===== src/rtl/efmd_pkg.sv =====
package efmd_pkg;

  localparam int unsigned MinSchemaReset = 32'd1;
  localparam int unsigned QueueDepth = 4;

  localparam logic [7:0] ChPipe = 8'h7c;
  localparam logic [7:0] ChBslash = 8'h5c;
  localparam logic [7:0] ChPlus = 8'h2b;
  localparam logic [7:0] ChMinus = 8'h2d;

  localparam logic [3:0] FieldsCompact = 4'd8;
  localparam logic [3:0] FieldsFull = 4'd11;
  localparam logic [3:0] FieldMax = 4'd15;

  typedef enum logic [1:0] {
    NUM_SPACE  = 2'd0,
    NUM_SIGN   = 2'd1,
    NUM_DIGITS = 2'd2,
    NUM_DONE   = 2'd3
  } num_phase_t;

  typedef enum logic [1:0] {
    OP_TEXT  = 2'd0,
    OP_NUM   = 2'd1,
    OP_KW    = 2'd2,
    OP_NONE  = 2'd3
  } op_t;

  // one classified transaction handed from front to back
  typedef struct packed {
    op_t        op;
    logic       sep;        // unescaped separator
    logic       emit;       // text byte is emitted
    logic       tail_bs;    // lone trailing backslash to emit at end
    logic [3:0] field;
    logic [7:0] data;
    logic       eom;
  } cmd_t;

  typedef struct packed {
    logic        kind;
    logic [3:0]  pos;
    logic [7:0]  data;
    logic        status;
    logic        compact;
    logic [31:0] schema;
    logic [1:0]  chan;
    logic        qos;
    logic [63:0] seq;
    logic [63:0] ts;
    logic [31:0] ttl;
  } result_t;

  // keyword characters, position 0..12; keyword k
  function automatic logic [7:0] kw_char(input logic [2:0] k, input logic [3:0] p);
    logic [8*13-1:0] s;
    logic [3:0] len;
    begin
      case (k)
        3'd0: begin s = {"control", 48'd0}; len = 4'd7; end
        3'd1: begin s = {"telemetry", 32'd0}; len = 4'd9; end
        3'd2: begin s = {"event", 64'd0}; len = 4'd5; end
        3'd3: begin s = {"best_", "effort", 16'd0}; len = 4'd11; end
        default: begin s = {"at_least_", "once"}; len = 4'd13; end
      endcase
      if (p >= len) kw_char = 8'd0;
      else kw_char = s[8*(12 - 32'(p)) +: 8];
    end
  endfunction

  function automatic logic [3:0] kw_len(input logic [2:0] k);
    case (k)
      3'd0: kw_len = 4'd7;
      3'd1: kw_len = 4'd9;
      3'd2: kw_len = 4'd5;
      3'd3: kw_len = 4'd11;
      default: kw_len = 4'd13;
    endcase
  endfunction

  function automatic logic is_num_field(input logic [3:0] f);
    is_num_field = (f == 4'd0) || (f == 4'd3) || (f == 4'd4) || (f == 4'd5);
  endfunction

  function automatic logic is_text_field(input logic [3:0] f);
    is_text_field = (f >= 4'd6) && (f <= 4'd10);
  endfunction

endpackage


===== src/rtl/efmd_front.sv =====
module efmd_front (
  input  logic              clk,
  input  logic              rst,
  input  logic              in_valid,
  input  logic [7:0]        in_byte,
  input  logic              end_of_message,
  input  logic              take,
  output efmd_pkg::cmd_t    cmd
);
  import efmd_pkg::*;

  logic [3:0] field_index, field_index_next;
  logic       parity, parity_next;
  logic       is_sep;
  logic       end_parity;

  // escape tracking and field counting
  always_comb begin
    is_sep = (in_byte == ChPipe) && !parity;
    parity_next = parity;
    field_index_next = field_index;
    end_parity = parity;
    if (is_sep) begin
      parity_next = 1'b0;
      if (field_index != FieldMax) field_index_next = field_index + 4'd1;
    end else begin
      parity_next = (in_byte == ChBslash) ? !parity : 1'b0;
    end
    end_parity = parity_next;
    if (end_of_message) begin
      field_index_next = '0;
      parity_next = 1'b0;
    end
  end

  always_comb begin
    cmd.sep = is_sep;
    cmd.field = field_index;
    cmd.data = in_byte;
    cmd.eom = end_of_message;
    if (is_text_field(field_index)) cmd.op = OP_TEXT;
    else if (is_num_field(field_index)) cmd.op = OP_NUM;
    else if (field_index == 4'd1 || field_index == 4'd2) cmd.op = OP_KW;
    else cmd.op = OP_NONE;
    cmd.emit = !is_sep && is_text_field(field_index) &&
               !(in_byte == ChBslash && !parity);
    cmd.tail_bs = end_of_message && end_parity &&
                  is_text_field(is_sep ? field_index + 4'd1 : field_index);
  end

  always_ff @(posedge clk) begin
    if (rst) begin
      field_index <= '0;
      parity <= 1'b0;
    end else if (in_valid && take) begin
      field_index <= field_index_next;
      parity <= parity_next;
    end
  end

endmodule


===== src/rtl/efmd_queue.sv =====
module efmd_queue #(
  parameter int unsigned Depth = efmd_pkg::QueueDepth
) (
  input  logic           clk,
  input  logic           rst,
  input  logic           push,
  input  efmd_pkg::cmd_t push_data,
  output logic           full,
  input  logic           pop,
  output logic           not_empty,
  output efmd_pkg::cmd_t pop_data
);
  import efmd_pkg::*;

  localparam int unsigned AW = (Depth > 1) ? $clog2(Depth) : 1;

  cmd_t entries [Depth];
  logic [AW-1:0] wr_ptr, rd_ptr;
  logic [AW:0]   count;

  assign full = (count == (AW+1)'(Depth));
  assign not_empty = (count != '0);
  assign pop_data = entries[rd_ptr];

  always_ff @(posedge clk) begin
    if (push && !full) entries[wr_ptr] <= push_data;
  end

  always_ff @(posedge clk) begin
    if (rst) begin
      wr_ptr <= '0;
      rd_ptr <= '0;
      count <= '0;
    end else begin
      if (push && !full)
        wr_ptr <= (wr_ptr == AW'(Depth - 1)) ? '0 : wr_ptr + 1'b1;
      if (pop && not_empty)
        rd_ptr <= (rd_ptr == AW'(Depth - 1)) ? '0 : rd_ptr + 1'b1;
      count <= count + (AW+1)'(push && !full) - (AW+1)'(pop && not_empty);
    end
  end

endmodule


===== src/rtl/efmd_back.sv =====
module efmd_back (
  input  logic              clk,
  input  logic              rst,
  input  logic [31:0]       min_schema,
  input  logic              cmd_valid,
  input  efmd_pkg::cmd_t    cmd,
  output logic              cmd_take,
  output logic              out_valid,
  input  logic              out_stall,
  output efmd_pkg::result_t out_data
);
  import efmd_pkg::*;

  num_phase_t  phase, phase_next;
  logic        neg, neg_next;
  logic [63:0] acc, acc_next;
  logic [3:0]  kw_pos, kw_pos_next;
  logic [2:0]  cand, cand_next;
  logic [31:0] cap_schema, cap_schema_next;
  logic [63:0] cap_seq, cap_seq_next;
  logic [63:0] cap_ts, cap_ts_next;
  logic [31:0] cap_ttl, cap_ttl_next;
  logic [1:0]  cap_chan, cap_chan_next;
  logic        cap_qos, cap_qos_next;
  logic        err, err_next;
  logic [3:0]  fcount, fcount_next;

  // output: an output slot and a slot for the waiting summary; a transaction may make both
  result_t slot_a, slot_b;
  logic    a_valid, b_valid;
  logic    pend;      // second result of the transaction waits behind the first
  result_t pend_data;

  logic       is_ws, is_dig, ovf;
  logic [3:0] dig;
  logic [63:0] acc_x10, signed_val;
  logic [3:0]  cur_field;
  logic        fin;
  logic        kw_hit;
  logic [1:0]  kw_which;
  logic [2:0]  base;
  logic        make_text, make_sum;
  result_t     text_res, sum_res;
  logic        valid_msg;
  logic [3:0]  end_count;

  // accept a transaction only when no second result waits and the output slot is empty or being taken
  assign out_valid = a_valid;
  assign out_data = slot_a;
  assign cmd_take = !pend && (!a_valid || !out_stall);

  always_comb begin
    is_ws = (cmd.data == 8'd32) || (cmd.data >= 8'd9 && cmd.data <= 8'd13);
    is_dig = (cmd.data >= 8'd48) && (cmd.data <= 8'd57);
    dig = cmd.data[3:0];
    acc_x10 = {acc[60:0], 3'b000} + {acc[62:0], 1'b0};
    // overflow when acc > (2^64-1-d)/10
    ovf = (acc > 64'd1844674407370955161) ||
          ((acc == 64'd1844674407370955161) && (dig > 4'd5));

    phase_next = phase; neg_next = neg; acc_next = acc;
    kw_pos_next = kw_pos; cand_next = cand;
    cap_schema_next = cap_schema; cap_seq_next = cap_seq;
    cap_ts_next = cap_ts; cap_ttl_next = cap_ttl;
    cap_chan_next = cap_chan; cap_qos_next = cap_qos;
    err_next = err; fcount_next = fcount;
    base = (cmd.field == 4'd1) ? 3'd0 : 3'd3;

    if (!cmd.sep) begin
      if (cmd.op == OP_NUM) begin
        case (phase)
          NUM_SPACE: begin
            if (!is_ws) begin
              if (cmd.data == ChPlus || cmd.data == ChMinus) begin
                neg_next = (cmd.data == ChMinus);
                phase_next = NUM_SIGN;
              end else if (is_dig) begin
                acc_next = {60'd0, dig};
                phase_next = NUM_DIGITS;
              end else begin
                err_next = 1'b1;
                phase_next = NUM_DONE;
              end
            end
          end
          NUM_SIGN: begin
            if (is_dig) begin
              acc_next = {60'd0, dig};
              phase_next = NUM_DIGITS;
            end else begin
              err_next = 1'b1;
              phase_next = NUM_DONE;
            end
          end
          NUM_DIGITS: begin
            if (!is_dig) phase_next = NUM_DONE;
            else if (ovf) begin
              err_next = 1'b1;
              phase_next = NUM_DONE;
            end else acc_next = acc_x10 + {60'd0, dig};
          end
          default: ;
        endcase
      end else if (cmd.op == OP_KW) begin
        for (int i = 0; i < 3; i++) begin
          if ((i < 2 || cmd.field == 4'd1) &&
              (kw_pos >= kw_len(base + 3'(i)) || kw_char(base + 3'(i), kw_pos) != cmd.data))
            cand_next[i] = 1'b0;
        end
        if (cmd.field == 4'd2) cand_next[2] = 1'b0;
        if (kw_pos != FieldMax) kw_pos_next = kw_pos + 4'd1;
      end
    end

    // field close: separator, end of message, or both (separator then empty field)
    fin = cmd.sep || cmd.eom;
    cur_field = cmd.field;
    kw_hit = 1'b0;
    kw_which = 2'd0;
    signed_val = neg_next ? (64'd0 - acc_next) : acc_next;
    for (int i = 2; i >= 0; i--) begin
      if (cand_next[i] && kw_len(base + 3'(i)) == kw_pos_next &&
          (i < 2 || cmd.field == 4'd1)) begin
        kw_hit = 1'b1;
        kw_which = 2'(i);
      end
    end
    if (cmd.sep || cmd.eom) begin
      if (is_num_field(cur_field)) begin
        if (phase_next == NUM_SPACE || phase_next == NUM_SIGN) err_next = 1'b1;
        else if (cur_field == 4'd0) cap_schema_next = signed_val[31:0];
        else if (cur_field == 4'd3) cap_seq_next = signed_val;
        else if (cur_field == 4'd4) cap_ts_next = signed_val;
        else cap_ttl_next = signed_val[31:0];
      end else if (cur_field == 4'd1) begin
        if (kw_hit) cap_chan_next = kw_which;
        else err_next = 1'b1;
      end else if (cur_field == 4'd2) begin
        if (kw_hit) cap_qos_next = kw_which[0];
        else err_next = 1'b1;
      end
      if (fcount != FieldMax) fcount_next = fcount + 4'd1;
      phase_next = NUM_SPACE; neg_next = 1'b0; acc_next = '0;
      kw_pos_next = '0; cand_next = 3'b111;
    end
    end_count = fcount_next;
    // separator then end: the new empty field closes too
    if (cmd.sep && cmd.eom) begin
      if (is_num_field(cur_field + 4'd1)) err_next = 1'b1;
      else if (cur_field + 4'd1 == 4'd1 || cur_field + 4'd1 == 4'd2) err_next = 1'b1;
      if (fcount_next != FieldMax) end_count = fcount_next + 4'd1;
    end
    if (!fin) end_count = fcount;

    valid_msg = (end_count == FieldsCompact || end_count == FieldsFull) && !err_next &&
                (cap_schema_next >= min_schema);

    text_res = '0;
    text_res.pos = cmd.emit ? cmd.field : (cmd.sep ? cmd.field + 4'd1 : cmd.field);
    text_res.data = cmd.emit ? cmd.data : ChBslash;
    make_text = cmd.emit || cmd.tail_bs;

    sum_res = '0;
    sum_res.kind = 1'b1;
    sum_res.status = !valid_msg;
    if (valid_msg) begin
      sum_res.compact = (end_count == FieldsCompact);
      sum_res.schema = cap_schema_next;
      sum_res.chan = cap_chan_next;
      sum_res.qos = cap_qos_next;
      sum_res.seq = cap_seq_next;
      sum_res.ts = cap_ts_next;
      sum_res.ttl = cap_ttl_next;
    end
    make_sum = cmd.eom;

    if (cmd.eom) begin
      fcount_next = '0; err_next = 1'b0;
      cap_schema_next = '0; cap_seq_next = '0; cap_ts_next = '0;
      cap_ttl_next = '0; cap_chan_next = '0; cap_qos_next = 1'b0;
    end
  end

  // slot_b unused beyond holding the second result
  assign slot_b = pend_data;
  assign b_valid = pend;

  always_ff @(posedge clk) begin
    if (rst) begin
      phase <= NUM_SPACE; neg <= 1'b0; acc <= '0;
      kw_pos <= '0; cand <= 3'b111;
      cap_schema <= '0; cap_seq <= '0; cap_ts <= '0; cap_ttl <= '0;
      cap_chan <= '0; cap_qos <= 1'b0; err <= 1'b0; fcount <= '0;
      a_valid <= 1'b0; pend <= 1'b0;
    end else begin
      if (cmd_valid && cmd_take) begin
        phase <= phase_next; neg <= neg_next; acc <= acc_next;
        kw_pos <= kw_pos_next; cand <= cand_next;
        cap_schema <= cap_schema_next; cap_seq <= cap_seq_next;
        cap_ts <= cap_ts_next; cap_ttl <= cap_ttl_next;
        cap_chan <= cap_chan_next; cap_qos <= cap_qos_next;
        err <= err_next; fcount <= fcount_next;
        a_valid <= make_text || make_sum;
        pend <= make_text && make_sum;
      end else if (a_valid && !out_stall) begin
        a_valid <= b_valid;
        pend <= 1'b0;
      end
    end
  end

  always_ff @(posedge clk) begin
    if (cmd_valid && cmd_take) begin
      slot_a <= make_text ? text_res : sum_res;
      pend_data <= sum_res;
    end else if (a_valid && !out_stall && b_valid) begin
      slot_a <= slot_b;
    end
  end

endmodule


===== src/rtl/escaped_field_message_decoder.sv =====
// Decodes '|'-separated messages one byte per cycle while the queue is not
// full. A front stage tracks escapes and field boundaries, a four-entry queue
// decouples it from the back stage that parses numbers and keywords and builds
// results. A byte yields at most one result per cycle; a final byte that
// yields both a text byte (an emitted byte or a trailing backslash) and the
// summary holds the back stage until the summary moves to the output slot. A
// taken byte passes the queue register and the output register of the back
// stage; a summary behind such a text byte follows once the text byte leaves.
module escaped_field_message_decoder #(
  parameter int unsigned QDepth = efmd_pkg::QueueDepth
) (
  input  logic        clk,
  input  logic        rst,
  input  logic        cfg_we,
  input  logic [31:0] cfg_data,
  input  logic        in_valid,
  output logic        in_stall,
  input  logic [7:0]  in_byte,
  input  logic        end_of_message,
  output logic        out_valid,
  input  logic        out_stall,
  output logic        item_kind,
  output logic [3:0]  field_position,
  output logic [7:0]  text_byte,
  output logic        status,
  output logic        compact_form,
  output logic [31:0] schema_ver,
  output logic [1:0]  channel_kind,
  output logic        delivery_qos,
  output logic [63:0] sequence_number,
  output logic [63:0] stamp_ms,
  output logic [31:0] ttl_ms
);
  import efmd_pkg::*;

  logic [31:0] min_schema_reg;
  cmd_t    fcmd, qcmd;
  logic    q_full, q_ne, b_take;
  result_t res;

  always_ff @(posedge clk) begin
    if (rst) min_schema_reg <= MinSchemaReset;
    else if (cfg_we) min_schema_reg <= cfg_data;
  end

  assign in_stall = q_full;

  efmd_front u_front (
    .clk, .rst, .in_valid, .in_byte, .end_of_message,
    .take(!q_full), .cmd(fcmd)
  );

  efmd_queue #(.Depth(QDepth)) u_queue (
    .clk, .rst, .push(in_valid), .push_data(fcmd), .full(q_full),
    .pop(b_take), .not_empty(q_ne), .pop_data(qcmd)
  );

  efmd_back u_back (
    .clk, .rst, .min_schema(min_schema_reg), .cmd_valid(q_ne), .cmd(qcmd),
    .cmd_take(b_take), .out_valid, .out_stall, .out_data(res)
  );

  assign item_kind = res.kind;
  assign field_position = res.pos;
  assign text_byte = res.data;
  assign status = res.status;
  assign compact_form = res.compact;
  assign schema_ver = res.schema;
  assign channel_kind = res.chan;
  assign delivery_qos = res.qos;
  assign sequence_number = res.seq;
  assign stamp_ms = res.ts;
  assign ttl_ms = res.ttl;

  a_stall_full: assert property (@(posedge clk) disable iff (rst)
    in_stall |-> q_full) else $error("stall without full queue");
  a_hold_out: assert property (@(posedge clk) disable iff (rst)
    out_valid && out_stall |=> out_valid) else $error("result dropped");
  a_summary_clean: assert property (@(posedge clk) disable iff (rst)
    out_valid && item_kind && status |-> ttl_ms == '0 && schema_ver == '0)
    else $error("invalid summary carries values");

endmodule

===== config.mk =====
export PLATFORM = sky130hd
export DESIGN_NAME = escaped_field_message_decoder
export DESIGN_NICKNAME = d
export VERILOG_FILES = /design/src/rtl/efmd_pkg.sv /design/src/rtl/efmd_front.sv /design/src/rtl/efmd_queue.sv /design/src/rtl/efmd_back.sv /design/src/rtl/escaped_field_message_decoder.sv
export SDC_FILE = /design/constraint.sdc
export NUM_CORES = 2
export LEC_CHECK = 0
export BUFFER_PORTS_ARGS = -buffer_cell sky130_fd_sc_hd__buf_4
export CORE_UTILIZATION = 55
export CTS_CLUSTER_DIAMETER = 80
export DETAILED_ROUTE_END_ITERATION = 7
export PLACE_DENSITY_LB_ADDON = 0.1
export SYNTH_ARGS = -nofsm -noshare
export SYNTH_HDL_FRONTEND = slang
export SYNTH_SLANG_ARGS = --single-unit

===== constraint.sdc =====
create_clock -name clk -period 36.8 [get_ports clk]
set_input_delay 1.84 -clock clk [delete_from_list [all_inputs] [get_ports clk]]
set_output_delay 1.84 -clock clk [all_outputs]
set_load 0.1 [all_outputs]

# Word level (Yosys, flattened, before mapping)
# Memory sizes are Yosys's and may differ from the RTL's. A register that Yosys moved wholly into a read port is not among the register bits.
# Index checks and enable logic that the tools add are counted.
dict set report totals {
  regBits 727
  mem_bits_rw 72
  in_bits 46
  mem_count 1
}
dict set report op_classes {
  n_addsub 15
  n_lt_le_gt_ge 14
  eq_ne 50
  n_shift 3
  muxes 168
  reduce_logical 71
}
# name depth width read_ports rd_ports_with_merged_regs wr line
set mem_list {}
lappend mem_list {u_queue.entries 4 18 1 1 1 efmd_queue.sv:17} ;# cmd_t entries [Depth];
# operator n
set ops {}
lappend ops {{64-bit 2-to-1 mux} 22}
lappend ops {{101-bit case mux with 4 select lines} 3}
lappend ops {{104-bit 2-to-1 mux} 9}
lappend ops {{210-bit 2-to-1 mux} 3}
lappend ops {{32-bit 2-to-1 mux} 12}
lappend ops {{104-bit by 33-bit indexed part select with 8-bit output} 3}
lappend ops {{196-bit 2-to-1 mux} 1}
lappend ops {{64-bit case mux with 3 select lines} 1}
lappend ops {{4-bit 2-to-1 mux} 26}
lappend ops {{8-bit 2-to-1 mux} 13}
lappend ops {{64-bit by 4-bit adder with 64-bit output} 1}
lappend ops {{64-bit adder} 1}
lappend ops {{64-bit by 61-bit == test with 1-bit output (second input constant)} 1}
lappend ops {{64-bit by 61-bit greater-than comparator with 1-bit output (second input constant)} 1}
lappend ops {{1-bit by 64-bit subtractor with 64-bit output (first input constant)} 1}
lappend ops {{4-bit case mux with 4 select lines} 3}
lappend ops {{1-bit 2-to-1 mux} 47}
lappend ops {{2-bit 2-to-1 mux} 22}
lappend ops {{32-bit greater-or-equal comparator} 1}
lappend ops {{1-bit logical AND} 25}
lappend ops {{4-bit by 2-bit == test with 1-bit output (second input constant)} 6}
lappend ops {{4-bit by 3-bit == test with 1-bit output (second input constant)} 6}
lappend ops {{8-bit by 6-bit == test with 1-bit output (second input constant)} 3}
lappend ops {{8-bit != test} 3}
lappend ops {{36 further kinds} 107}

# Depth between registers and ports, before layout
dict set report logic_depth {
  depth_word 40
  depth_mapped 39
  mapped_depth_nobuf 36
}

# Hierarchy
# Synthesis repeated with hierarchy kept, for this count alone.
dict set report unflattened {
  cells_unflattened 4629
  area_unflattened_um2 43767.0
}
# mod instances cells_each area_each_um2 seq_area_each_um2
set by_module_without_submodules {}
lappend by_module_without_submodules {efmd_back 1 4319 39007.4 17747.0}
lappend by_module_without_submodules {efmd_queue 1 144 3086.7 2342.2}
lappend by_module_without_submodules {escaped_field_message_decoder 1 104 1169.9 640.6}
lappend by_module_without_submodules {efmd_front 1 62 503.0 100.1}

# Worst setup path after synthesis
# OpenSTA, ideal clock, no wires.
dict set report synth_timing {
  path_type {input to register}
  start {input out_stall}
  end {register u_back.a_valid, in the netlist u_back.out_valid}
  setup_time_ns 0.117
  arrival_time_ns 17.856
  required_ns 36.683
  setup_slack_ns 18.827
  path_stages 4
  path_buffers 0
  path_cell_list {nand2b_1 > o21ai_0 > o31ai_1 > a21oi_1}
}
dict set report synth_between {
  elab_chain_cells 5
}
# item line
set synth_rtl {}
lappend synth_rtl {{start, declared} escaped_field_message_decoder.sv:21} ;# input logic out_stall,
lappend synth_rtl {{1-bit logical NOT *} {efmd_back.sv:50, efmd_back.sv:205}}
lappend synth_rtl {{1-bit logical OR} efmd_back.sv:50} ;# assign cmd_take = !pend && (!a_valid || !out_stall);
lappend synth_rtl {{1-bit logical AND} efmd_back.sv:50}
lappend synth_rtl {{1-bit logical AND} efmd_back.sv:196} ;# if (cmd_valid && cmd_take) begin
lappend synth_rtl {{1-bit 2-to-1 mux or 2-bit nonzero test (tied branches)} --}
lappend synth_rtl {{end signal, assigned} efmd_back.sv:203} ;# a_valid <= make_text || make_sum;
lappend synth_rtl {{end signal, assigned} efmd_back.sv:206} ;# a_valid <= b_valid;
lappend synth_rtl {{end, declared} efmd_back.sv:30} ;# logic a_valid, b_valid;
# Every way passes the cells marked *; elsewhere a longest branch is shown, timed or not.
# A chain may end at the register's enable or synchronous reset.

==> results.md <==
- Synthesized net count: 4646
- Most common cell after layout, fill and taps aside: nor2_1
- CP endpoint kind: flip-flop
- # DRC: 0
- Outcome: completed
- Pins over their slew limit: 0
- Yosys top cell area share: 0.338
- H-tree depth: 3
- Setup slack on the worst flop-to-flop path: 25790 ps
- Crit-path max FO: 150
- Crit path largest cell delay: 910 ps
- Total CTS buffers: 85
- WHS: 453 ps
- Detailed Routing Iterations Pass 1: 6
- Main synth FF type: edfxtp_1
- DR iter-0 viols: 4402
- Clk_skew: 60.1 ps
- FFs w/ async S/R, synth: 0
- Die width: 280 um
- Aggregate global-route resource usage: 0.319
- DIE HEIGHT: 280 um
- Seq/Total Area, Yosys: 0.489
- Area leader, netlist: edfxtp_1
- Worst path bufs/invs: 3
- Setup TNS: 0 ps
- Drt via density: 6.30
- Clock sink total: 801
- Slew HR: 0.103
- Per-cell routed wire length: 22.7 um
- CTS clock-pin slew for the worst setup and hold paths: 60 ps
- Commonest cells after routing, fill and taps aside: nor2_1, edfxtp_1, nand2_1, o21ai_0, buf_4
- Vias after detailed routing: 35700
- Later-pin clock latency in the skew report: 650 ps
- Post-cts resize count: 0
- CTS tree: built
- CTS Buffer Depth: 3
- Max_cap viols: 0
- Peak VDD IR: 0.000103 V
- Vias in the first global route: 32700
- Number of register bits inferred by synthesis: 801
- Fill count: 6274
- Row Count: 101
- Max reg flops: 210
- Setup violations, final: 0
- Synth unique cells: 102
- Nets: 4801
- Syn. warnings: 0
- Top delay family on crit path: compound AO/OA/AOI/OAI gates
- Initial antenna violation count: 1
- Final Critical Period: 11010 ps
- I/O pins: 258
- Core area: 0.0762 sq mm
- Die area: 0.0785 sq mm
- Number of synthesized flops with an enable pin: 479
- Layout cell share with drive strength beyond 1: 0.117
- Root Driver: clkbuf_16
- Setup CP Type: reg -> reg
- Leakage: 18.0 nW
- Synthesized area: 0.0426 sq mm
- Hold Buf Count CTS: 0
- Hpwl dp: 88.6 mm
- Slowest-stage cell, CP: mux4_1
- Post-Route WL: 129 mm
- Cells after Synth: 4413
- First-pass GRT wire length: 195 mm
- Post-CTS Setup Inserts: 0
- Final period util: 0.299
- Worst Max-Slew Pin Slew: 1310 ps
- Ant diodes: 0
- Routability cong.: 0.980
- Final Hold Vio Count: 0
- Power Density: 86.9 mW/mm^2
- Worst Setup Start Kind: flip-flop
- Post-route ant nets: 0
- Highest attainable clock frequency: 90.8 MHz
- Synth area leaders: edfxtp_1, dfxtp_1, ha_1
- IO Port Bufs: 257
- Largest net degree at the start of global routing: 195
- Req. time, crit path: 37320 ps
- Gr ovfl total: 0
- Critical Path AT: 11530 ps
- Initial core utilization: 0.558
- RSZ-0062 raised after global routing: no
- Area Overhead vs Synth: 13.7%
- Syn Area/Cell: 9.64 sq um
- Power Total: 0.00420 W
- HP Class: reg -> reg
## worst paths after layout
kind | end | startpoint | depth (start not counted)
setup / recovery | u_back.out_data[78] | flip-flop | 30
hold / removal | u_back.cap_seq[18] | u_back.cap_seq[18] | 2
setup reg to reg | u_back.out_data[78] | flip-flop | 30
hold reg to reg | u_back.cap_seq[18] | u_back.cap_seq[18] | 2
## per-layer routing
metal	up-vias	GRT usage	wire length, um
met5	-	0	13
met4	2	0.0988	3640
met3	193	0.0392	11000
met2	1742	0.500	58300
met1	17200	0.462	55600
li1	16600	-	-
## logic make-up after synthesis
group,Yosys count,synth area share
compound gates,1246,0.190
simple gates,1498,0.158
mux,172,0.0460
xor+xnor,130,0.0268
fa+ha+maj,187,0.0555
flops,801,0.489
buf+inv,379,0.0345
## worst register-to-register path: cells and delay by family (launching register included)
kind	cells	cell delay, ps
adder cells (fa/ha/maj)	4	1360
multiplexers	1	920
flip-flops	1	310
AO/OA/AOI/OAI	13	3800
XOR/XNOR	1	600
buffers and inverters	3	910
AND/OR/NAND/NOR	8	3000
## stage by stage
stage	utilization	area (sq um)	setup slack, ps	std cells
global route	0.635	48400	25280	5669
global placement	0.597	45500	26330	5511
floorplan	-	42600	18830	4413
CTS	0.635	48400	25970	5669
finish	0.635	48400	25790	5669
detailed placement	0.597	45500	26030	5511
## report_power, final
group          switching (W)  internal (W)  total, W
clock               0.000366      0.000520  0.000886
sequential          0.000103       0.00134   0.00144
combinational        0.00154      0.000336   0.00187
total                0.00201       0.00219   0.00420
## Yosys cell counts (24+ instances only)
cell	count
nor3_1	73
nand4_1	48
and3_1	24
clkbuf_1	215
a22o_1	100
nand3_1	60
xor2_1	49
buf_1	26
or3_1	24
o21a_1	28
a21o_1	26
a21oi_1	259
a31oi_1	27
and2_1	28
ha_1	184
mux2i_1	150
edfxtp_1	479
inv_1	108
o21ai_0	379
xnor2_1	81
o211ai_1	32
a22oi_1	152
nor2_1	606
nand2_1	471
nor2b_1	27
dfxtp_1	322
## area by class of cell
type,count,area (sq um),area share
Clock buffer,125,2430,0.0502
Tap cell,1030,1290,0.0266
Inverter,112,428,0.00884
Sequential cell,801,20800,0.431
Timing Repair Buffer,335,2560,0.0528
Multi-Input combinational cell,3233,20400,0.421
Clock inverter,33,477,0.00985
Note: power is estimated with default switching activity, not from simulation.
